### config.mk
export PLATFORM = sky130hd
export DESIGN_NAME = fpfc_cfg
export DESIGN_NICKNAME = d
export VERILOG_FILES = /design/src/rtl/fpfc_pkg.sv /design/src/rtl/fpfc_cfg.sv
export SDC_FILE = /design/constraint.sdc
export NUM_CORES = 1
export LEC_CHECK = 0
export BUFFER_PORTS_ARGS = -buffer_cell sky130_fd_sc_hd__buf_2
export CAP_MARGIN = 5
export CELL_PAD_IN_SITES_DETAIL_PLACEMENT = 0
export CELL_PAD_IN_SITES_GLOBAL_PLACEMENT = 1
export CORE_MARGIN = 1
export CORE_UTILIZATION = 31
export DETAILED_ROUTE_END_ITERATION = 10
export PLACE_DENSITY_LB_ADDON = 0.1
export SYNTH_ARGS = -nofsm -noshare
export SYNTH_HDL_FRONTEND = slang
export SYNTH_SLANG_ARGS = --single-unit
export TNS_END_PERCENT = 1
### constraint.sdc
create_clock -name clk -period 3.3 [get_ports clk]
set_input_delay 0.66 -clock clk [delete_from_list [all_inputs] [get_ports clk]]
set_output_delay 0.66 -clock clk [all_outputs]
set_load 0.1 [all_outputs]
### src/rtl/fpfc_pkg.sv
// shared types and constants of the frame-buffer pixel format converter
package fpfc_pkg;

  // table sizes
  localparam int unsigned INDEX_TABLE_DEPTH_DEF = 65536;
  localparam int unsigned PALETTE_DEPTH_DEF     = 256;

  // configuration port address width (eight 32-bit registers)
  localparam int unsigned APB_AW = 5;

  // input commands
  typedef enum logic [1:0] {
    CMD_CONVERT  = 2'd0,
    CMD_TABLE_WR = 2'd1,
    CMD_PAL_WR   = 2'd2,
    CMD_IGNORE   = 2'd3
  } cmd_t;

  // source pixel formats
  typedef enum logic [1:0] {
    SRC_IDX8     = 2'd0,
    SRC_RGB555   = 2'd1,
    SRC_RGB565   = 2'd2,
    SRC_XRGB8888 = 2'd3
  } src_fmt_t;

  // destination sizes (code 3 behaves as four bytes)
  localparam logic [1:0] DS_ONE = 2'd0;
  localparam logic [1:0] DS_TWO = 2'd1;

  // register layouts that make a 16-bit source pass through
  localparam logic [4:0] PASS555_RED_SHIFT = 5'd10;
  localparam logic [4:0] PASS565_RED_SHIFT = 5'd11;
  localparam logic [3:0] PASS_RED_BITS     = 4'd5;

  // register reset values
  localparam src_fmt_t   RST_SOURCE_FORMAT = SRC_RGB565;
  localparam logic [1:0] RST_DEST_SIZE     = DS_TWO;
  localparam logic [4:0] RST_RED_SHIFT     = 5'd11;
  localparam logic [4:0] RST_GREEN_SHIFT   = 5'd5;
  localparam logic [4:0] RST_BLUE_SHIFT    = 5'd0;
  localparam logic [3:0] RST_RED_BITS      = 4'd5;
  localparam logic [3:0] RST_GREEN_BITS    = 4'd6;
  localparam logic [3:0] RST_BLUE_BITS     = 4'd5;

  // configuration register set
  typedef struct packed {
    src_fmt_t   source_format;
    logic [1:0] dest_size;
    logic [4:0] red_shift;
    logic [4:0] green_shift;
    logic [4:0] blue_shift;
    logic [3:0] red_bits;
    logic [3:0] green_bits;
    logic [3:0] blue_bits;
  } cfg_t;

  // conversion path chosen for a pixel
  typedef enum logic [3:0] {
    MODE_PASS8,
    MODE_PASS16,
    MODE_PASS32,
    MODE_TABLE,
    MODE_PAL_FIELDS,
    MODE_PAL_WIDE,
    MODE_555_TO_565,
    MODE_555_WIDE,
    MODE_565_TO_555,
    MODE_565_WIDE,
    MODE_X_FIELDS
  } mode_t;

  // payload from the memory stage to the format stages
  typedef struct packed {
    mode_t       mode;
    logic [31:0] pixel;
    logic [7:0]  table_data;
    logic [23:0] pal_data;
    logic        frame_last;
  } mem_out_t;

endpackage

### src/rtl/fpfc_cfg.sv
// configuration register file behind the APB-style port
module fpfc_cfg
  import fpfc_pkg::*;
(
  input  logic              clk,
  input  logic              rst,
  input  logic              psel,
  input  logic              penable,
  input  logic              pwrite,
  input  logic [APB_AW-1:0] paddr,
  input  logic [31:0]       pwdata,
  output logic [31:0]       prdata,
  output logic              pready,
  output cfg_t              cfg
);

  typedef enum logic [2:0] {
    REG_SOURCE_FORMAT = 3'd0,
    REG_DEST_SIZE     = 3'd1,
    REG_RED_SHIFT     = 3'd2,
    REG_GREEN_SHIFT   = 3'd3,
    REG_BLUE_SHIFT    = 3'd4,
    REG_RED_BITS      = 3'd5,
    REG_GREEN_BITS    = 3'd6,
    REG_BLUE_BITS     = 3'd7
  } reg_idx_t;

  reg_idx_t reg_idx;
  logic     wr_en;

  assign reg_idx = reg_idx_t'(paddr[APB_AW-1:2]);
  assign pready  = 1'b1;
  assign wr_en   = psel && penable && pwrite && pready;

  // register writes
  always_ff @(posedge clk) begin
    if (rst) begin
      cfg.source_format <= RST_SOURCE_FORMAT;
      cfg.dest_size     <= RST_DEST_SIZE;
      cfg.red_shift     <= RST_RED_SHIFT;
      cfg.green_shift   <= RST_GREEN_SHIFT;
      cfg.blue_shift    <= RST_BLUE_SHIFT;
      cfg.red_bits      <= RST_RED_BITS;
      cfg.green_bits    <= RST_GREEN_BITS;
      cfg.blue_bits     <= RST_BLUE_BITS;
    end else if (wr_en) begin
      unique case (reg_idx)
        REG_SOURCE_FORMAT: cfg.source_format <= src_fmt_t'(pwdata[1:0]);
        REG_DEST_SIZE:     cfg.dest_size     <= pwdata[1:0];
        REG_RED_SHIFT:     cfg.red_shift     <= pwdata[4:0];
        REG_GREEN_SHIFT:   cfg.green_shift   <= pwdata[4:0];
        REG_BLUE_SHIFT:    cfg.blue_shift    <= pwdata[4:0];
        REG_RED_BITS:      cfg.red_bits      <= pwdata[3:0];
        REG_GREEN_BITS:    cfg.green_bits    <= pwdata[3:0];
        REG_BLUE_BITS:     cfg.blue_bits     <= pwdata[3:0];
      endcase
    end
  end

  // read data
  always_comb begin
    unique case (reg_idx)
      REG_SOURCE_FORMAT: prdata = {30'b0, cfg.source_format};
      REG_DEST_SIZE:     prdata = {30'b0, cfg.dest_size};
      REG_RED_SHIFT:     prdata = {27'b0, cfg.red_shift};
      REG_GREEN_SHIFT:   prdata = {27'b0, cfg.green_shift};
      REG_BLUE_SHIFT:    prdata = {27'b0, cfg.blue_shift};
      REG_RED_BITS:      prdata = {28'b0, cfg.red_bits};
      REG_GREEN_BITS:    prdata = {28'b0, cfg.green_bits};
      REG_BLUE_BITS:     prdata = {28'b0, cfg.blue_bits};
    endcase
  end

endmodule

* Word-level counts from Yosys, hierarchy flattened
Cells that the tools add are included.
Word-level totals: register bits 31, input bits 42, output and inout bits 64, word-level logic and storage cells 27
Cells by class: eq/ne operators 7, mux-type cells 1, reductions and logical operators 11
Operators with widths (count):
- case mux 32 bit (8 select lines) | 1
- AND reduction 2 bit | 8
- == test 3 bit, second input constant | 4
- == test 3 x 2 -> 1 bit, second input constant | 2
- == test 3 x 1 -> 1 bit, second input constant | 1
- logical NOT 3 bit | 1
- logical AND 1 bit | 2

* Logic depth before layout (Yosys ltp)
Gate-level depths: netlist of the first run.
depth in word-level cells 3, gate-level depth with buffers 5, gate-level depth less buffers 4

* Least setup slack after synthesis of the first run
OpenSTA, ideal clock, no wires.
path type reg-to-output, start point reg cfg[10] in the netlist's numbering, end point out prdata[2], data arrival time 3.388 ns, required time 2.640 ns, slack -0.748 ns, cell stages (with the launch flop) 4, cells stage by stage dfxtp_1 > mux2_2 > nand2_1 > o21ai_0
Between the ends: cells in the longest elaborated chain, start to end 1
Ends and longest elaborated chain:
- from (decl) | line fpfc_cfg.sv:14 | output cfg_t cfg
- case mux 32 bit (8 select lines) | line fpfc_cfg.sv:62 | unique case (reg_idx)
- to (decl) | line fpfc_cfg.sv:12 | output logic [31:0] prdata,
No other way between the ends. The select of a mux whose other input is x is not followed.

* Final worst setup path of the first run
start point in paddr[3], end point out prdata[0]
Between the ends: cells in the longest elaborated chain, start to end 2, elaborated cells on any way between the ends 9, those cells by class eq/ne (7); mux (1); reduce/logical (1)
Ends and longest elaborated chain:
- from (decl) | line fpfc_cfg.sv:10 | input logic [APB_AW-1:0] paddr,
- == test 3 bit (tied with other cells) | line fpfc_cfg.sv:62
- case mux 32 bit (8 select lines) * | line fpfc_cfg.sv:62
Every way passes the cells marked *; elsewhere a longest branch is shown, timed or not. The select of a mux whose other input is x is not followed.

==> results of run 1 <==
worst min-delay path, delay by kind of cell, from the launching register on:
family,cells,cell delay [ns]
flip-flops,1,0.32
AO/OA/AOI/OAI,2,0.13
per-layer routing:
| metal | up-vias | global-route usage |
|---|---|---|
| met5 | - | 0 |
| met4 | 0 | 0.0432 |
| met3 | 6 | 0.0463 |
| met2 | 55 | 0.249 |
| met1 | 675 | 0.236 |
| li1 | 715 | - |
power breakdown:
group	leakage, nW	total [mW]	switching, mW	internal, mW
clock	0.0371	0.277	0.137	0.140
sequential	0.251	0.380	0.00247	0.378
combinational	0.573	0.263	0.235	0.0280
area by class of cell:
class	instances	share of cell area
Tap cell	70	0.0454
Inverter	2	0.00389
Clock buffer	6	0.0376
Timing Repair Buffer	51	0.136
Multi-Input combinational cell	153	0.455
Sequential cell	31	0.322
how the worst max path moves through the flow:
stage | depth (start not counted) | endpoint | slack, ns | startpoint
after floorplan | 2 | prdata[4] | -0.53 | cfg[16]
after global placement | 6 | prdata[0] | 0.39 | paddr[3]
after detailed placement | 6 | prdata[0] | 0.39 | paddr[3]
after CTS | 6 | prdata[0] | 0.39 | paddr[3]
after global routing | 6 | prdata[0] | 0.33 | paddr[3]
final | 6 | prdata[0] | 0.42 | paddr[3]
stage by stage:
step                setup WS, ns  setup TNS, ns  hold slack [ns]  std cells  instance area, um2
finish                     0.422              0            0.493        313                1930
global route               0.329              0            0.513        313                1930
CTS                        0.387              0            0.491        313                1930
detailed placement         0.394              0            0.481        307                1860
global placement           0.390              0            0.478        307                1860
floorplan                 -0.533         -0.735            0.761        226                1770
logic make-up (layout without fill, tap and decap cells):
family,Yosys count,after routing,synth area share
other,2,28,0.00450
multiplexers,18,18,0.127
buffers and inverters,42,59,0.160
flip-flops,31,31,0.372
AND/OR/NAND/NOR,63,63,0.189
AO/OA/AOI/OAI,44,44,0.148
cells in the final DEF (no fill, tap or decap), drive strengths merged, types with 2 or more instances in the layout:
master  synthesis  routed
buf            32      51
dfxtp          31      31
conb            2      28
nand2          26      26
o21ai          24      24
nor2           14      14
a21oi          13      13
mux2i          11      11
nand3b          9       9
nand2b          7       7
clkbuf          8       6
mux2            5       5
a221oi          4       4
a22o            3       3
mux4            2       2
nor4            2       2
inv             2       2
or3             2       2
==> impl_metrics.tcl, run 1 <==
set metrics [dict create \
    global_route.usage.total 0.166 \
    required_time_of_the_worst_setup_path_ns 2.64 \
    skew_ns 0 \
    io_pins 106 \
    synth-seq-cells 31 \
    detail_route.iter0.violations 63 \
    finalWirelength_mm 4.51 \
    tritoncts_clock_tree "built" \
    synth-edff-count 0 \
    endpoint_of_the_worst_hold_timing_path "cfg[1]" \
    hpwl_mm 3.07 \
    ctsHoldBuffers 0 \
    status "finished, final reports clean" \
    grt_max_degree 32 \
    synth.lib_cells_used.distinct 22 \
    cellLeakagePower_nw 0.861 \
    clock_path_buffers 2 \
    tightest_slew_ns 0.554 \
    drcViolationCount 0 \
    crit-reg2reg-launch "cfg[15]" \
    finalCriticalPeriod_ns 2.88 \
    floorplan.rows 26 \
    largest_register "cfg" \
    met3_wirelength_um 289 \
    vdd.ir_drop.worst_v 0.000170 \
    worst_hold_path_type "reg2reg" \
    postCtsSetupBuffers 0 \
    dieWidth_um 75.4 \
    worst_setup_path_end_kind "output pin" \
    detail_route.wirelength.met1_mm 2.22 \
    count_of_antenna_diodes_in_the_layout 0 \
    regToRegEndpoint "cfg[15]" \
    synth_area_leader_cell "dfxtp_1" \
    crit_path_cell_trace "buf_2 -> and2b_1 -> a221oi_1 -> a221oi_1 -> nor2_1 -> buf_2" \
    synthMostInstantiatedCell "dfxtp_1" \
    postSynth.asyncResetShare 0 \
    setup_viol_count_final 0 \
    slew_headroom 0.631 \
    worst-r2r-cell-count 2 \
    initial_core_util 0.325 \
    ant_nets 0 \
    area_overhead_vs_synth_pct 15.6 \
    synth.top_cells.by_count "dfxtp_1, buf_4, nand2_1" \
    post_syn_instances 200 \
    avgRoutedWirePerCell_um 14.4 \
    rsz0062_at_grt "no" \
    timing.setup.critical_path_class "in2out" \
    synth-seq-area-share 0.372 \
    floorplan.core_area_um2 5140 \
    post_synth.cell_area_avg_um2 8.35 \
    dominantRegCellSynth "dfxtp_1" \
    gr_ovfl_total 0 \
    slew_viol_final 0 \
    drtPass1Iterations 6 \
    routed.top_layer "met4" \
    yosys_warnings 0 \
    grt_pass1_vias 1271 \
    numClockSinks 31 \
    die_height_um 75.4 \
    synth_area_um2 1670 \
    routed-via-count 1451 \
    largestRegisters "cfg: 31 flops" \
    finalHoldViolCount 0 \
    cp.arrival_ns 2.22 \
    die_area_um2 5680 \
    nNetsFinal 286 \
    wl_met2_mm 1.96 \
    clock_tree.htree_level_count 2 \
    cts_buffers 5 \
    max_stage_delay_ns 0.44 \
    ys_top_cells_by_area "dfxtp_1, buf_4, o21ai_0" \
    timing.reg2reg.setup_slack_ns 2.60 \
    grt_first_pass_wirelength_mm 6.83 \
    cpLargestDelayFamily "buffers and inverters" \
    min-delay-start "cfg[1]" \
    clkSlewWorstSetupHoldPaths_ns 0.06 \
    numPortBuffers 48 \
    hold-path-cell-count 2 \
    path_buf_inv 2 \
    final_core_util 0.375 \
    filler_cell_count 575 \
    ctsResizeCount 0 \
    worstSetupStartpointType "primary input" \
    route.detailed.vias_per_inst 4.64 \
    fin_crit_sh 0.872 \
    critical-path-slowest-cell "buf_2" \
    share_of_layout_cells_above_drive_strength_1 0.263 \
    maxCapViolCount 0 \
    seq_area_um2 621 \
    fmaxAchievable_mhz 347 \
    path_max_fanout 14 \
    number_of_flip_flops_under_the_largest_register_name 31 \
    power_per_cell_area_nw_per_um2 477 \
    root_buffer "clkbuf_8" \
    synth_largest_type_area_fraction 0.372 \
    antenna_found_initial 0 \
    final_weighted_congestion_of_routability_driven_global_placement 0.740 \
    total_power_mw 0.921 \
    source_to_sink_clock_delay_at_the_later_pin_of_the_worst_skew_pair_ns 0.28 \
    multi_input_comb_area_um2 878 \
]
(Power assumes the default switching activity.)
==> run 2: changes to the inputs <==
--- a/config.mk
+++ b/config.mk
@@ -10,7 +10,8 @@
 export CELL_PAD_IN_SITES_DETAIL_PLACEMENT = 0
 export CELL_PAD_IN_SITES_GLOBAL_PLACEMENT = 1
 export CORE_MARGIN = 1
-export CORE_UTILIZATION = 31
+export CORE_UTILIZATION = 32
+export CTS_BUF_LIST = sky130_fd_sc_hd__clkbuf_8
 export DETAILED_ROUTE_END_ITERATION = 10
 export PLACE_DENSITY_LB_ADDON = 0.1
 export SYNTH_ARGS = -nofsm -noshare
==> impl_metrics.tcl, run 2 (synthesis results as in run 1) <==
set metrics [dict create \
    routed.top_layer "met4" \
    postCtsSetupBuffers 0 \
    share_of_layout_cells_above_drive_strength_1 0.271 \
    largest_register "cfg" \
    grt_max_degree 32 \
    finalHoldViolCount 0 \
    finalCriticalPeriod_ns 2.81 \
    die_height_um 74.2 \
    max_stage_delay_ns 0.43 \
    place_worst_setup_slack_ns 0.464 \
    area_overhead_vs_synth_pct 16.8 \
    critical-path-slowest-cell "buf_2" \
    io_pins 106 \
    final_core_util 0.399 \
    detail_route.wirelength.met1_mm 2.22 \
    ctsHoldBuffers 0 \
    grt_first_pass_wirelength_mm 7.31 \
    detail_route.iter0.violations 88 \
    die_area_um2 5510 \
    clock_tree.htree_level_count 2 \
    ctsResizeCount 0 \
    dieWidth_um 74.2 \
    worst_slack_ns 0.492 \
    ant_nets 0 \
    hold-path-cell-count 2 \
    final.hold.worst_slack_ns 0.491 \
    final_tns_setup_ns 0 \
    initial_core_util 0.342 \
    worst_setup_path_end_kind "output pin" \
    vdd.ir_drop.worst_v 0.000190 \
    required_time_of_the_worst_setup_path_ns 2.64 \
    drtPass1Iterations 4 \
    cellLeakagePower_nw 0.884 \
    rsz0062_at_grt "no" \
    floorplan.core_area_um2 4880 \
    fin_crit_sh 0.851 \
    numPortBuffers 48 \
    tightest_slew_ns 0.575 \
    source_to_sink_clock_delay_at_the_later_pin_of_the_worst_skew_pair_ns 0.28 \
    wl_met2_mm 2.01 \
    largestRegisters "cfg: 31 flops" \
    drcViolationCount 0 \
    global_route.usage.total 0.183 \
    gr_ovfl_total 0 \
    status "finished, final reports clean" \
    slew_headroom 0.615 \
    cp.arrival_ns 2.15 \
    tritoncts_clock_tree "built" \
    worstSetupStartpointType "primary input" \
    root_buffer "clkbuf_8" \
    worst_hold_path_type "reg2reg" \
    hpwl_mm 3.18 \
    worst-r2r-cell-count 2 \
    nNetsFinal 288 \
    timing.setup.critical_path_class "in2out" \
    clock_path_buffers 2 \
    route.detailed.vias_per_inst 4.69 \
    setup_viol_count_final 0 \
    path_max_fanout 8 \
    layout.cells.most_common "buf_2" \
    maxCapViolCount 0 \
    grt_pass1_vias 1372 \
    layout.cells.most_common_list "buf_2, dfxtp_1, conb_1" \
    final_design_instance_area_without_fill_um2 1950 \
    numClockSinks 31 \
    slew_viol_final 0 \
    finalWirelength_mm 4.60 \
    fmaxAchievable_mhz 356 \
    clkSlewWorstSetupHoldPaths_ns 0.06 \
    antenna_found_initial 0 \
    skew_ns 0 \
    cts_buffers 5 \
    power_per_cell_area_nw_per_um2 476 \
    floorplan.rows 25 \
    routed-via-count 1473 \
    crit_path_cell_trace "buf_2 -> and2b_1 -> a221oi_1 -> a221oi_1 -> nor2_1 -> buf_2" \
    placed_area_um2 1870 \
    final_weighted_congestion_of_routability_driven_global_placement 0.752 \
    avgRoutedWirePerCell_um 14.6 \
    number_of_flip_flops_under_the_largest_register_name 31 \
    count_of_antenna_diodes_in_the_layout 0 \
    met3_wirelength_um 299 \
]
[run 2: cell count changes in the layout (fill, tap and decap cells not counted)]
cell,delta
clkinv_2,+1
buf_4,+2
inv_1,+2
clkbuf_1,-1
[run 2: path summary, 6_finish.rpt]
check,end,slack [ns],start
hold reg to reg,cfg[18],0.49,cfg[18]
setup reg to reg,cfg[1],2.62,cfg[1]
hold / removal,cfg[18],0.49,cfg[18]
setup / recovery,prdata[0],0.49,paddr[3]
[run 2: worst max-delay path, delay by kind of cell]
| family | cells | cell delay (ns) |
|---|---|---|
| simple gates | 2 | 0.39 |
| buf+inv | 2 | 0.60 |
| compound gates | 2 | 0.49 |
[run 2: report_power, final]
part | internal [mW] | switching, mW | total (mW)
Combinational | 0.0299 | 0.236 | 0.266
Sequential | 0.378 | 0.00240 | 0.380
Clock | 0.142 | 0.140 | 0.282
[run 2: cell type report]
cell class                      instances  area (um2)
Fill cell                             552        2930
Inverter                                2        7.51
Multi-Input combinational cell        153         878
Sequential cell                        31         621
Timing Repair Buffer                   53         278
Clock inverter                          3        12.5
Tap cell                               67        83.8
Clock buffer                            5        68.8
[run 2: per-stage QoR]
stage / total power [mW] / cells
finish: 0.928 / 314
global route: 0.970 / 314
CTS: 0.937 / 314
detailed placement: 0.655 / 306
global placement: 0.655 / 306
floorplan: 0.645 / 226
[run 2: layer usage]
metal	track usage	up-vias
met1	0.255	681
met5	0	-
li1	-	723
met4	0.0692	0
met2	0.270	60
met3	0.0461	9
