==> src/rtl/fpfc_pkg.sv <==
// shared types and constants of the frame-buffer pixel format converter
package fpfc_pkg;

  // table sizes
  localparam int unsigned INDEX_TABLE_DEPTH_DEF = 65536;
  localparam int unsigned PALETTE_DEPTH_DEF     = 256;

  // configuration port address width (eight 32-bit registers)
  localparam int unsigned APB_AW = 5;

  // input commands
  typedef enum logic [1:0] {
    CMD_CONVERT  = 2'd0,
    CMD_TABLE_WR = 2'd1,
    CMD_PAL_WR   = 2'd2,
    CMD_IGNORE   = 2'd3
  } cmd_t;

  // source pixel formats
  typedef enum logic [1:0] {
    SRC_IDX8     = 2'd0,
    SRC_RGB555   = 2'd1,
    SRC_RGB565   = 2'd2,
    SRC_XRGB8888 = 2'd3
  } src_fmt_t;

  // destination sizes (code 3 behaves as four bytes)
  localparam logic [1:0] DS_ONE = 2'd0;
  localparam logic [1:0] DS_TWO = 2'd1;

  // register layouts that make a 16-bit source pass through
  localparam logic [4:0] PASS555_RED_SHIFT = 5'd10;
  localparam logic [4:0] PASS565_RED_SHIFT = 5'd11;
  localparam logic [3:0] PASS_RED_BITS     = 4'd5;

  // register reset values
  localparam src_fmt_t   RST_SOURCE_FORMAT = SRC_RGB565;
  localparam logic [1:0] RST_DEST_SIZE     = DS_TWO;
  localparam logic [4:0] RST_RED_SHIFT     = 5'd11;
  localparam logic [4:0] RST_GREEN_SHIFT   = 5'd5;
  localparam logic [4:0] RST_BLUE_SHIFT    = 5'd0;
  localparam logic [3:0] RST_RED_BITS      = 4'd5;
  localparam logic [3:0] RST_GREEN_BITS    = 4'd6;
  localparam logic [3:0] RST_BLUE_BITS     = 4'd5;

  // configuration register set
  typedef struct packed {
    src_fmt_t   source_format;
    logic [1:0] dest_size;
    logic [4:0] red_shift;
    logic [4:0] green_shift;
    logic [4:0] blue_shift;
    logic [3:0] red_bits;
    logic [3:0] green_bits;
    logic [3:0] blue_bits;
  } cfg_t;

  // conversion path chosen for a pixel
  typedef enum logic [3:0] {
    MODE_PASS8,
    MODE_PASS16,
    MODE_PASS32,
    MODE_TABLE,
    MODE_PAL_FIELDS,
    MODE_PAL_WIDE,
    MODE_555_TO_565,
    MODE_555_WIDE,
    MODE_565_TO_555,
    MODE_565_WIDE,
    MODE_X_FIELDS
  } mode_t;

  // payload from the memory stage to the format stages
  typedef struct packed {
    mode_t       mode;
    logic [31:0] pixel;
    logic [7:0]  table_data;
    logic [23:0] pal_data;
    logic        frame_last;
  } mem_out_t;

endpackage

==> src/rtl/fpfc_if.sv <==


interface fpfc_out_if;
  logic        valid;
  logic        ready;
  logic [31:0] pixel_out;
  logic        frame_last;

  modport source (
    output valid, pixel_out, frame_last,
    input  ready
  );
  modport sink (
    input  valid, pixel_out, frame_last,
    output ready
  );
endinterface

==> src/rtl/fpfc_fmt.sv <==
// channel extraction stage and field packing output stage
module fpfc_fmt
  import fpfc_pkg::*;
(
  input  logic      clk,
  input  logic      rst,
  input  cfg_t      cfg,
  input  logic      m_valid,
  output logic      m_ready,
  input  mem_out_t  m_data,
  fpfc_out_if.source dst
);

  // channel values and their destination positions
  logic        direct;
  logic [31:0] dval;
  logic [7:0]  cr, cg, cb;
  logic [5:0]  sr, sg, sb;
  logic        narrow;
  logic [3:0]  rb, gb, bb;
  logic [3:0]  r_drop, g_drop, b_drop;
  logic [7:0]  fr, fg, fb;
  logic [15:0] h;

  // stage 3 registers
  logic        v3;
  logic        s3_direct;
  logic [31:0] s3_dval;
  logic [7:0]  s3_cr, s3_cg, s3_cb;
  logic [5:0]  s3_sr, s3_sg, s3_sb;
  logic        s3_narrow;
  logic        s3_eof;

  // stage 4 (output) registers
  logic        v4;
  logic [31:0] pixel;
  logic        eof;
  logic [31:0] packed_px;

  logic rdy3;
  logic rdy4;

  assign rdy4    = !v4 || dst.ready;
  assign rdy3    = !v3 || rdy4;
  assign m_ready = rdy3;

  function automatic logic [3:0] clamp_bits(input logic [3:0] b);
    logic [3:0] c;
    if (b == 4'd0) begin
      c = 4'd1;
    end else if (b > 4'd8) begin
      c = 4'd8;
    end else begin
      c = b;
    end
    return c;
  endfunction

  // field reduction amounts for configurable layouts
  always_comb begin
    rb     = clamp_bits(cfg.red_bits);
    gb     = clamp_bits(cfg.green_bits);
    bb     = clamp_bits(cfg.blue_bits);
    r_drop = 4'd8 - rb;
    g_drop = 4'd8 - gb;
    b_drop = 4'd8 - bb;
    h      = m_data.pixel[15:0];
    if (m_data.mode == MODE_PAL_FIELDS) begin
      fr = m_data.pal_data[23:16];
      fg = m_data.pal_data[15:8];
      fb = m_data.pal_data[7:0];
    end else begin
      fr = m_data.pixel[23:16];
      fg = m_data.pixel[15:8];
      fb = m_data.pixel[7:0];
    end
  end

  // per-path channel selection
  always_comb begin
    direct = 1'b0;
    dval   = '0;
    cr     = '0;
    cg     = '0;
    cb     = '0;
    sr     = '0;
    sg     = '0;
    sb     = '0;
    narrow = 1'b0;
    unique case (m_data.mode)
      MODE_PASS8: begin
        direct = 1'b1;
        dval   = {24'b0, m_data.pixel[7:0]};
      end
      MODE_PASS16: begin
        direct = 1'b1;
        dval   = {16'b0, m_data.pixel[15:0]};
      end
      MODE_PASS32: begin
        direct = 1'b1;
        dval   = m_data.pixel;
      end
      MODE_TABLE: begin
        direct = 1'b1;
        dval   = {24'b0, m_data.table_data};
      end
      MODE_PAL_FIELDS, MODE_X_FIELDS: begin
        cr     = fr >> r_drop[2:0];
        cg     = fg >> g_drop[2:0];
        cb     = fb >> b_drop[2:0];
        sr     = {1'b0, cfg.red_shift};
        sg     = {1'b0, cfg.green_shift};
        sb     = {1'b0, cfg.blue_shift};
        narrow = 1'b1;
      end
      MODE_PAL_WIDE: begin
        cr = {3'b0, m_data.pal_data[23:19]};
        cg = {2'b0, m_data.pal_data[15:10]};
        cb = {3'b0, m_data.pal_data[7:3]};
        sr = {1'b0, cfg.red_shift} + 6'd3;
        sg = {1'b0, cfg.green_shift} + 6'd2;
        sb = {1'b0, cfg.blue_shift} + 6'd3;
      end
      MODE_555_TO_565: begin
        cr     = {3'b0, h[14:10]};
        cg     = {3'b0, h[9:5]};
        cb     = {3'b0, h[4:0]};
        sr     = 6'd11;
        sg     = 6'd6;
        narrow = 1'b1;
      end
      MODE_555_WIDE: begin
        cr = {3'b0, h[14:10]};
        cg = {3'b0, h[9:5]};
        cb = {3'b0, h[4:0]};
        sr = {1'b0, cfg.red_shift} + 6'd3;
        sg = {1'b0, cfg.green_shift} + 6'd3;
        sb = {1'b0, cfg.blue_shift} + 6'd3;
      end
      MODE_565_TO_555: begin
        cr     = {3'b0, h[15:11]};
        cg     = {3'b0, h[10:6]};
        cb     = {3'b0, h[4:0]};
        sr     = 6'd10;
        sg     = 6'd5;
        narrow = 1'b1;
      end
      MODE_565_WIDE: begin
        cr = {3'b0, h[15:11]};
        cg = {2'b0, h[10:5]};
        cb = {3'b0, h[4:0]};
        sr = {1'b0, cfg.red_shift} + 6'd3;
        sg = {1'b0, cfg.green_shift} + 6'd2;
        sb = {1'b0, cfg.blue_shift} + 6'd3;
      end
      default: begin
        direct = 1'b1;
      end
    endcase
  end

  // stage 3
  always_ff @(posedge clk) begin
    if (rst) begin
      v3 <= 1'b0;
    end else if (rdy3) begin
      v3 <= m_valid;
    end
  end

  always_ff @(posedge clk) begin
    if (rdy3 && m_valid) begin
      s3_direct <= direct;
      s3_dval   <= dval;
      s3_cr     <= cr;
      s3_cg     <= cg;
      s3_cb     <= cb;
      s3_sr     <= sr;
      s3_sg     <= sg;
      s3_sb     <= sb;
      s3_narrow <= narrow;
      s3_eof    <= m_data.frame_last;
    end
  end

  // field packing, bits shifted past 31 are dropped
  always_comb begin
    packed_px = ({24'b0, s3_cr} << s3_sr) | ({24'b0, s3_cg} << s3_sg) |
                ({24'b0, s3_cb} << s3_sb);
    if (s3_narrow) begin
      packed_px = {16'b0, packed_px[15:0]};
    end
  end

  // stage 4: output register
  always_ff @(posedge clk) begin
    if (rst) begin
      v4 <= 1'b0;
    end else if (rdy4) begin
      v4 <= v3;
    end
  end

  always_ff @(posedge clk) begin
    if (rdy4 && v3) begin
      pixel <= s3_direct ? s3_dval : packed_px;
      eof   <= s3_eof;
    end
  end

  assign dst.valid      = v4;
  assign dst.pixel_out  = pixel;
  assign dst.frame_last = eof;

  // a stalled extraction stage keeps its channels
  a_s3_hold: assert property (@(posedge clk) disable iff (rst)
    v3 && !rdy4 |=> v3 && $stable(s3_cr) && $stable(s3_sr) && $stable(s3_dval))
    else $error("extraction stage changed while stalled");

  // two-byte layouts never reach the upper half
  a_narrow: assert property (@(posedge clk) disable iff (rst)
    v3 && rdy4 && s3_narrow && !s3_direct |=> pixel[31:16] == 16'h0)
    else $error("two-byte result has upper bits set");

endmodule

==> src/flat_wrapper.sv <==
// flat-port wrapper written by rule: the top's interface ports become plain ports
module fpfc_fmt_flat import fpfc_pkg::*;
  (clk, rst, cfg, m_valid, m_ready, m_data, dst_valid, dst_pixel_out, dst_frame_last, dst_ready);
  fpfc_out_if dst_i ();
  input  logic clk;
  input  logic rst;
  input  cfg_t cfg;
  input  logic m_valid;
  output logic m_ready;
  input  mem_out_t m_data;
  output wire logic [$bits(dst_i.valid)-1:0] dst_valid;
  output wire logic [$bits(dst_i.pixel_out)-1:0] dst_pixel_out;
  output wire logic [$bits(dst_i.frame_last)-1:0] dst_frame_last;
  input wire logic [$bits(dst_i.ready)-1:0] dst_ready;
  assign dst_valid = dst_i.valid;
  assign dst_pixel_out = dst_i.pixel_out;
  assign dst_frame_last = dst_i.frame_last;
  assign dst_i.ready = dst_ready;
  fpfc_fmt u_core (.clk(clk), .rst(rst), .cfg(cfg), .m_valid(m_valid), .m_ready(m_ready), .m_data(m_data), .dst(dst_i));
endmodule
==> config.mk <==
export PLATFORM = sky130hd
export DESIGN_NAME = fpfc_fmt_flat
export DESIGN_NICKNAME = d
export VERILOG_FILES = /design/src/rtl/fpfc_pkg.sv /design/src/rtl/fpfc_if.sv /design/src/rtl/fpfc_fmt.sv /design/src/flat_wrapper.sv
export SDC_FILE = /design/constraint.sdc
export NUM_CORES = 1
export LEC_CHECK = 0
export BUFFER_PORTS_ARGS = -buffer_cell sky130_fd_sc_hd__buf_2
export CORE_ASPECT_RATIO = 1.75
export CORE_MARGIN = 2
export CORE_UTILIZATION = 35
export CTS_BUF_LIST = sky130_fd_sc_hd__clkbuf_8
export CTS_CLUSTER_DIAMETER = 200
export DETAILED_ROUTE_END_ITERATION = 12
export HOLD_SLACK_MARGIN = 0.03
export SLEW_MARGIN = 15
export SYNTH_ARGS = -nofsm -noshare
export SYNTH_HDL_FRONTEND = slang
export SYNTH_SLANG_ARGS = --single-unit
==> constraint.sdc <==
create_clock -name clk -period 3.7 [get_ports clk]
set_clock_uncertainty 0.2 [all_clocks]
set_input_delay 0 -clock clk [delete_from_list [all_inputs] [get_ports clk]]
set_output_delay 0 -clock clk [all_outputs]
set_load 0.02 [all_outputs]
; ---- After elaboration in Yosys (flattened, before gate mapping)
; Cells that the tools add are included.
[word_totals]
in_bits = 104
mem_count = 0
latch_bits = 0
output_inout_bits = 35
mem_bits_rw = 0
wordCells = 80
regBits = 112
rom_bits = 0
[classes]
n_mul = 0
div_mod_pow = 0
n_reduce_logical = 18
eq_ne = 10
add_sub_neg = 7
shifts = 6
n_bitwise = 2
muxes = 20
n_lt_le_gt_ge = 3
[ops]
columns = cell, n
row1 = $pmux 32 s4, 1
row2 = $shl 8x6->32, 3
row3 = $mux 32, 2
row4 = $or 32x32->32, 2
row5 = $pmux 8 s5, 1
row6 = $pmux 8 s4, 1
row7 = $pmux 6 s5, 1
row8 = $add 5x2->6 const B, 4
row9 = $mux 8, 3
row10 = $pmux 6 s4, 1
row11 = $pmux 8 s3, 1
row12 = $shr 8x3->8, 3
row13 = $mux 3, 6
row14 = $eq 4x3->1 const B, 4
row15 = $logic_not 4->1, 4
row16 = $eq 4x4->1 const B, 3
row17 = $gt 4x4->1 const B, 3
row18 = $pmux 6 s2, 1
row19 = $sub 1x3->3 const A, 3
row20 = $eq 4x2->1 const B, 2
row21 = $reduce_or 2->1, 4
row22 = $reduce_or 4->1, 2
row23 = $reduce_or 7->1, 1
row24 = $eq 4x1->1 const B, 1
row25 = other kinds (5), 9

; ---- Depth between registers and ports, before layout
; Gate-level depths: netlist of the first run.
[depth]
ltp_word = 6
mapped_depth = 11

; ---- Worst setup path after synthesis of the first run
; Ideal clock, no wire load.
[synth_path]
path_kind = reg2reg
startpoint = register u_core.v4, in the netlist u_core.dst.valid
endpoint = register u_core.s3_cb[0] (enable)
t_required_ns = 3.056
period_less_slack_ns = 3.215
setup_ns = 0.444
stages_incl_launch_ff = 4
t_arrival_ns = 2.572
path_slack_ns = 0.485
n_path_buf = 0
cell_sequence = dfxtp_1 > nor2b_1 > nand2_1 > and2_1
[synth_between]
elab_chain_len = 4
[synth_lines]
columns = item, line_no
row1 = "start, declared", fpfc_fmt.sv:35  ; logic v4;
row2 = "start signal, assigned", fpfc_fmt.sv:200  ; v4 <= v3;
row3 = $logic_not 1->1, fpfc_fmt.sv:43  ; assign rdy4 = !v4 || dst.ready;
row4 = $logic_or 1x1->1, fpfc_fmt.sv:43
row5 = $logic_or 1x1->1, fpfc_fmt.sv:44  ; assign rdy3 = !v3 || rdy4;
row6 = named net m_ready, flat_wrapper.sv:9  ; output logic m_ready;
row7 = $logic_and 1x1->1, fpfc_fmt.sv:172  ; if (rdy3 && m_valid) begin
row8 = "end signal, assigned", fpfc_fmt.sv:177  ; s3_cb <= cb;
row9 = "end, declared", fpfc_fmt.sv:29  ; logic [7:0] s3_cr, s3_cg, s3_cb;
; The timed path passes the listed nets, and every way through them passes these cells.
; A chain may end at the register's enable or synchronous reset.

; ---- Worst setup path after layout of the first run
[layout_path]
startpoint = input m_data[66] in the netlist's numbering
endpoint = register u_core.s3_cb[1] (data pin)
[layout_between]
elab_chain_len = 4
elab_cells_between_ends = 12
classes_between = eq/ne: 7 / shift: 1 / mux: 2 / reduce/logical: 2
[layout_lines]
columns = item, line_no
row1 = "start, declared", flat_wrapper.sv:10  ; input mem_out_t m_data;
row2 = $eq 4x3->1, "fpfc_fmt.sv:68, fpfc_fmt.sv:90"
row3 = $mux 8, fpfc_fmt.sv:68  ; if (m_data.mode == MODE_PAL_FIELDS) begin
row4 = $shr 8x3->8, fpfc_fmt.sv:110  ; cb = fb >> b_drop[2:0];
row5 = $pmux 8 s3 *, fpfc_fmt.sv:90  ; unique case (m_data.mode)
row6 = named net u_core.cb[1], fpfc_fmt.sv:17  ; logic [7:0] cr, cg, cb;
; Mark *: on every way through the listed nets, which the timed path passes. The rest lies on a longest branch.

==> metrics.md, run 1 <==
| Metric | Value |
|---|---|
| Tot GR Track Use | 23.78% |
| Post-synthesis sequential area ratio | 41.10% |
| Worst setup SP type | input port |
| Outcome | complete, no violations |
| Worst setup EP type | flop |
| Final Hold Fails | 0 |
| Slew margin rel. | 30.28% |
| Sink Count | 112 |
| CTS Buffer Depth | 2 |
| CTS Root Buffer Type | clkbuf_8 |
| DRT Pass-1 Iters | 7 |
| Synth Instances | 840 |
| P_leak | 3.985 nW |
| Comb power frac | 28.5% |
| Clk Latency, worst-skew pair | 0.40 ns |
| Synth Net Count | 951 |
| Fmax | 292.6 MHz |
| Layout cells sized above 1 | 19.66% |
| RSZ-0062 raised after global routing | false |
| Hold Path Class | input port to flop |
| Max cap viols | 0 |
| PortBufs | 134 |
| Ports | 139 |
| Layout fillers | 2158 |
| DR vias/cell | 5.763 |
| Synth top area share | 40.61% |
| Worst EP arrival | 3.37 ns |
| H-tree level count | 3 |
| Count leader, synth | edfxtp_1 |
| Antenna violations before repair | 0 |
| Max FO, Critical Path | 28 |
| Die height | 205.7 um |
| Slew @ Worst Pin | 1.039 ns |
| Synth unique cells | 65 |
| Initial Utilization | 35.76% |
| Cell taking the most area after synthesis | edfxtp_1 |
| Vias in the first global route | 7777 |
| Initial DRC count | 533 |
| Die area | 0.02452 mm2 |
| GPL Wtd Cong | 1.010 |
| Sw frac | 31.33% |
| GRT overflow | 0 |
| Cts bufs inserted | 9 |
| Antenna Nets Post-Route | 0 |
| Post-route DRC | 0 |
| Maximum VDD drop | 0.0001794 V |
| First-pass GRT wire length | 44.22 mm |
| Synthesis Warnings | 0 |
| Top cells by count, synth | edfxtp_1 (110), nand2_1 (108), nor2_1 (67), a21oi_1 (55), mux2i_1 (55) |
| Crit share post-route | 92.36% |
| DP HPWL | 22.26 mm |
| Die width | 119.2 um |
| Largest net degree at the start of global routing | 78 |
| Fin. max-slew vios | 0 |
| PD cells | 318.3 mW/mm2 |
| Row cnt | 73 |
| Total negative setup slack | 0 ns |
| Crit path required time | 3.65 ns |
| Tmin final | 3.417 ns |
| DR WL/cell | 21.27 um |
| Synth Cell Area | 0.008134 mm2 |
| Synth Flop Type | edfxtp_1 |
| Mean Syn Cell Area | 9.683 um2 |
| WS Path Type | input port to flop |
| Clock share of power | 24.3% |
| NumNets Final | 1179 |
| Synth-to-layout area growth | 28.60% |
| Main area contributors after synthesis | edfxtp_1 (41%), mux2i_1 (6.8%), mux4_2 (6.4%) |
| Setup violators final | 0 |
| Antenna cells | 0 |
| P_sw | 1.043 mW |
| Async set-reset flop share out of synthesis | 0% |
| Seq pwr share | 47.2% |
| Worst-path clk slew | 0.10 ns |
| Vias | 7912 |
| CTS tree | built |
| Drt total wl | 29.20 mm |
| Number of synthesized flops with an enable pin | 110 |
| Hold slack | 0.03406 ns |
| Pint | 2.286 mW |
| Core area | 0.02274 mm2 |
| Post-CTS setup buffers | 0 |
| Flop and latch count out of synthesis | 112 |
## power groups by stage
stage | Sequential (mW) | Clock [mW] | Combinational (mW)
after floorplan | 1.59 | 0 | 0.527
after global placement | 1.60 | 0 | 0.832
after detailed placement | 1.60 | 0 | 0.832
after CTS | 1.57 | 0.815 | 0.932
after global routing | 1.58 | 0.863 | 1.02
final | 1.57 | 0.808 | 0.950
## critical path, cell delays in order
cell	delay (ns)
buf_2	0.26
nor4b_4	0.67
buf_4	0.31
mux4_2	0.53
a222oi_1	0.35
dlygate4sd3_1	0.60
o211ai_1	0.07
dlygate4sd3_1	0.56
## sequential cells by signal (all words and copies together) (netlist names)
| name | flops |
|---|---|
| u_core.dst.pixel_out | 32 |
| u_core.s3_dval | 32 |
| u_core.s3_cb | 8 |
| u_core.s3_cg | 8 |
| u_core.s3_cr | 8 |
| u_core.s3_sb | 6 |
| u_core.s3_sg | 6 |
| u_core.s3_sr | 6 |
| u_core.dst.frame_last | 1 |
| u_core.dst.valid | 1 |
| u_core.s3_direct | 1 |
| u_core.s3_eof | 1 |
| u_core.s3_narrow | 1 |
| u_core.v3 | 1 |
## cell usage in the layout (no fill, tap or decap), types with 5 or more instances in the layout
cell,n
or3_1,5
nand3_1,18
a22oi_1,16
a31oi_1,7
and3_1,6
a221oi_1,5
nor2_1,67
a2bb2oi_1,8
a222oi_1,9
nor3_1,17
o211ai_1,7
a22o_1,6
mux2_2,14
inv_1,24
edfxtp_1,110
clkbuf_8,9
dlygate4sd3_1,112
o21ai_0,46
and2_1,34
nand2b_1,13
buf_4,15
a21oi_1,55
o221ai_1,6
xnor2_1,5
ha_1,7
o31ai_1,7
mux4_2,23
a211oi_1,12
nor2b_1,20
nand2_1,108
o22ai_1,17
a32oi_1,10
mux2i_1,55
buf_2,134
## what timing repair did
action                    CTS  global route
hold endpoints to repair   79             0
resized for setup           0             0
hold buffers              112             0
## worst paths after layout
kind | startpoint | to | slack [ns] | cells after the start
max | m_data[66] | u_core.s3_cb[1]$_DFFE_PP_ | 0.28 | 8
min | m_data[65] | u_core.s3_sr[1]$_DFFE_PP_ | 0.03 | 2
max reg2reg | u_core.s3_sr[0]$_DFFE_PP_ | u_core.dst.pixel_out[17]$_DFFE_PP_ | 0.81 | 6
min reg2reg | u_core.s3_eof$_DFFE_PP_ | u_core.dst.frame_last$_DFFE_PP_ | 0.24 | 0
## metal layers
layer / wire length, um / track usage (%) / vias to the layer above
li1: - / - / 3693
met3: 1047 / 1.829 / 96
met2: 16120 / 46.39 / 326
met5: 0 / 0 / -
met4: 1890 / 14.80 / 0
met1: 10140 / 24.06 / 3797
## kinds of logic after synthesis
kind of cell	share of synthesized area, %
AO/OA/AOI/OAI	19.81
XOR/XNOR	0.5384
adder cells (fa/ha/maj)	1.200
buffers and inverters	3.615
flip-flops	41.10
multiplexers	15.07
AND/OR/NAND/NOR	18.66
## cell type report
cell class	count	area (um2)	share of cell area (%)
sequential	112	3343	31.96
inverter	25	93.84	0.8971
timing repair buffer	262	1924	18.40
clock inverter	7	92.59	0.8852
multi-input combinational	658	4507	43.09
clock buffer	9	123.9	1.184
tap	300	375.4	3.589
## per-stage QoR
stage	power [mW]	std cells	worst slack (ns)	utilization [%]	area (um2)
3_5_place_dp	2.433	1245	0.8700	40.11	9123
6_report	3.329	1373	0.2828	45.99	10460
3_3_place_gp	2.429	1245	0.8821	40.11	9123
4_1_cts	3.318	1373	0.2951	45.99	10460
2_1_floorplan	2.114	840	0.4847	-	8134
5_1_grt	3.466	1373	0.07819	45.99	10460
Power figures use the tool's default switching activity.
==> run 2, diff against run 1 <==
ABC_AREA = 1   (was default)
CORE_UTILIZATION = 44   (was 35)
==> metrics.md, run 2 <==
| Metric | Value |
|---|---|
| Commonest non-fill, non-tap cell in the layout | nand2_1 |
| WS Path Type | input port to flop |
| Max FO, Critical Path | 17 |
| PD cells | 315.8 mW/mm2 |
| Slew @ Worst Pin | 1.046 ns |
| Cts bufs inserted | 9 |
| Worst setup EP type | flop |
| DR WL/cell | 17.28 um |
| Total negative setup slack | 0 ns |
| Core area | 0.01858 mm2 |
| Layout cells sized above 1 | 12.24% |
| Dpl ws | 1.148 ns |
| NumNets Final | 1560 |
| Hold Path Class | input port to flop |
| DP HPWL | 22.80 mm |
| PortBufs | 134 |
| Initial Utilization | 44.94% |
| Synth unique cells | 38 |
| Crit path cell chain | dlygate4sd3_1 > buf_2 > nor2_1 > nand2_1 > nand2_1 > a22oi_1 > dlygate4sd3_1 > nor2_1 > dlygate4sd3_1 |
| Initial DRC count | 531 |
| Row cnt | 66 |
| Antenna Nets Post-Route | 0 |
| Outcome | complete, no violations |
| Hold Crit Start | cfg[11] |
| Cell count after placement | 1558 |
| Async set-reset flop share out of synthesis | 0% |
| R2R depth | 9 |
| Count leader, synth | nand2_1 |
| Drt total wl | 29.23 mm |
| Slew margin rel. | 30.12% |
| Antenna violations before repair | 0 |
| Sink Count | 112 |
| Crit path required time | 3.66 ns |
| Tot Pwr | 3.347 mW |
| DRT Pass-1 Iters | 7 |
| Final Hold Fails | 0 |
| Clk Latency, worst-skew pair | 0.40 ns |
| Hold slack | 0.07086 ns |
| Maximum VDD drop | 0.0002271 V |
| Reg-to-Reg Start | u_core.s3_sr[0]$_DFFE_PP_ |
| Die area | 0.02014 mm2 |
| Synth Flop Type | edfxtp_1 |
| Main area contributors after synthesis | edfxtp_1 (40%), nand2_1 (18%), nand3_1 (14%) |
| Fmax | 313.4 MHz |
| Setup violators final | 0 |
| GPL Wtd Cong | 0.9570 |
| Synth Net Count | 1330 |
| Worst setup SP type | input port |
| R2R Setup Slk | 1.08 ns |
| Worst-path clk slew | 0.11 ns |
| Post-route DRC | 0 |
| CTS resizes | 0 |
| GRT overflow | 0 |
| Vias in the first global route | 9018 |
| RSZ-0062 raised after global routing | false |
| Final WS setup | 0.5095 ns |
| Largest net degree at the start of global routing | 47 |
| CP most frequent cell | dlygate4sd3_1 |
| Hold Path Cell Cnt | 5 |
| Ports | 139 |
| Synth-to-layout area growth | 26.97% |
| Crit share post-route | 86.23% |
| Final Instance Count excl. Fillers | 1692 |
| Vias | 9266 |
| Cell taking the most area after synthesis | edfxtp_1 |
| H-tree level count | 3 |
| Critical Path Max Stage Delay | 0.59 ns |
| Post-synthesis sequential area ratio | 40.04% |
| Fin. max-slew vios | 0 |
| P_leak | 5.014 nW |
| CTS Root Buffer Type | clkbuf_8 |
| Synth top area share | 39.56% |
| DR vias/cell | 5.476 |
| Top cells by count, synth | nand2_1 (408), nand3_1 (229), inv_1 (119), edfxtp_1 (110), nor2_1 (97) |
| Most frequent cells in the layout | nand2_1 (408), nand3_1 (229), buf_2 (134), inv_1 (118), dlygate4sd3_1 (118) |
| Mean Syn Cell Area | 6.849 um2 |
| Tmin final | 3.191 ns |
| Synthesis Warnings | 0 |
| CTS tree | built |
| Die width | 108.1 um |
| CTS Buffer Depth | 2 |
| Die height | 186.2 um |
| Antenna cells | 0 |
| Synth Instances | 1219 |
| Flop and latch count out of synthesis | 112 |
| Synth Cell Area | 0.008349 mm2 |
| First-pass GRT wire length | 45.17 mm |
| Number of synthesized flops with an enable pin | 110 |
| Worst EP arrival | 3.15 ns |
| Tot GR Track Use | 29.44% |
| Max cap viols | 0 |
| CP Launch Point | m_data[68] |
| Critical path's slowest cell | nand2_1 |
## run 2: worst max-delay path, delay by kind of cell
kind | cells | cell delay [ns]
buffers and inverters | 4 | 1.81
AND/OR/NAND/NOR | 4 | 1.11
AO/OA/AOI/OAI | 1 | 0.22
## run 2: report_power, final
part	internal [mW]	switching, mW	leakage (nW)
Clock	0.328	0.445	0.101
Sequential	1.49	0.0711	1.12
Combinational	0.372	0.640	3.79
Total	2.19	1.16	5.01
## run 2: worst paths after layout
| path | to |
|---|---|
| min | u_core.s3_cr[7]$_DFFE_PP_ |
| max | u_core.s3_dval[1]$_DFFE_PP_ |
| max reg2reg | u_core.dst.pixel_out[17]$_DFFE_PP_ |
| min reg2reg | u_core.dst.frame_last$_DFFE_PP_ |
## run 2: final cells by class
| type | instances | area, um2 |
|---|---|---|
| clock buffer | 9 | 123.9 |
| fill | 1906 | 7979 |
| timing repair buffer | 261 | 1932 |
| sequential | 112 | 3343 |
| inverter | 130 | 488.0 |
| clock inverter | 7 | 87.58 |
| multi-input combinational | 935 | 4329 |
| tap | 238 | 297.8 |
## run 2: stage by stage
| step | utilization [%] | area, um2 |
|---|---|---|
| after floorplan | - | 8349 |
| after global placement | 49.56 | 9209 |
| after detailed placement | 49.56 | 9209 |
| after CTS | 57.06 | 10600 |
| after global routing | 57.06 | 10600 |
| final | 57.06 | 10600 |
## run 2: per-layer routing
layer  global-route usage (%)  share of wire, %  vias up
met4                    20.21               6.9        0
met2                    54.72                53      400
met3                    2.369               4.7       89
met1                    30.93                36     4203
li1                         -                 -     4574
met5                        0                 0        -
## run 2: what timing repair did
item | in CTS | in global routing
buffers inserted | 0 | 0
endpoints found under the hold margin | 79 | 0
hold buffers | 118 | 0
## run 2: cell families (layout without fill, tap and decap cells)
family	count (synthesis)	in the layout	synth area share, %
AOI/OAI and AO/OA	161	161	11.39
adders and majority gates	7	7	1.049
and+or+nand+nor	761	761	38.65
xor gates and xnor gates	6	6	0.6294
buffers and inverters	172	407	8.242
DFF	112	112	40.04
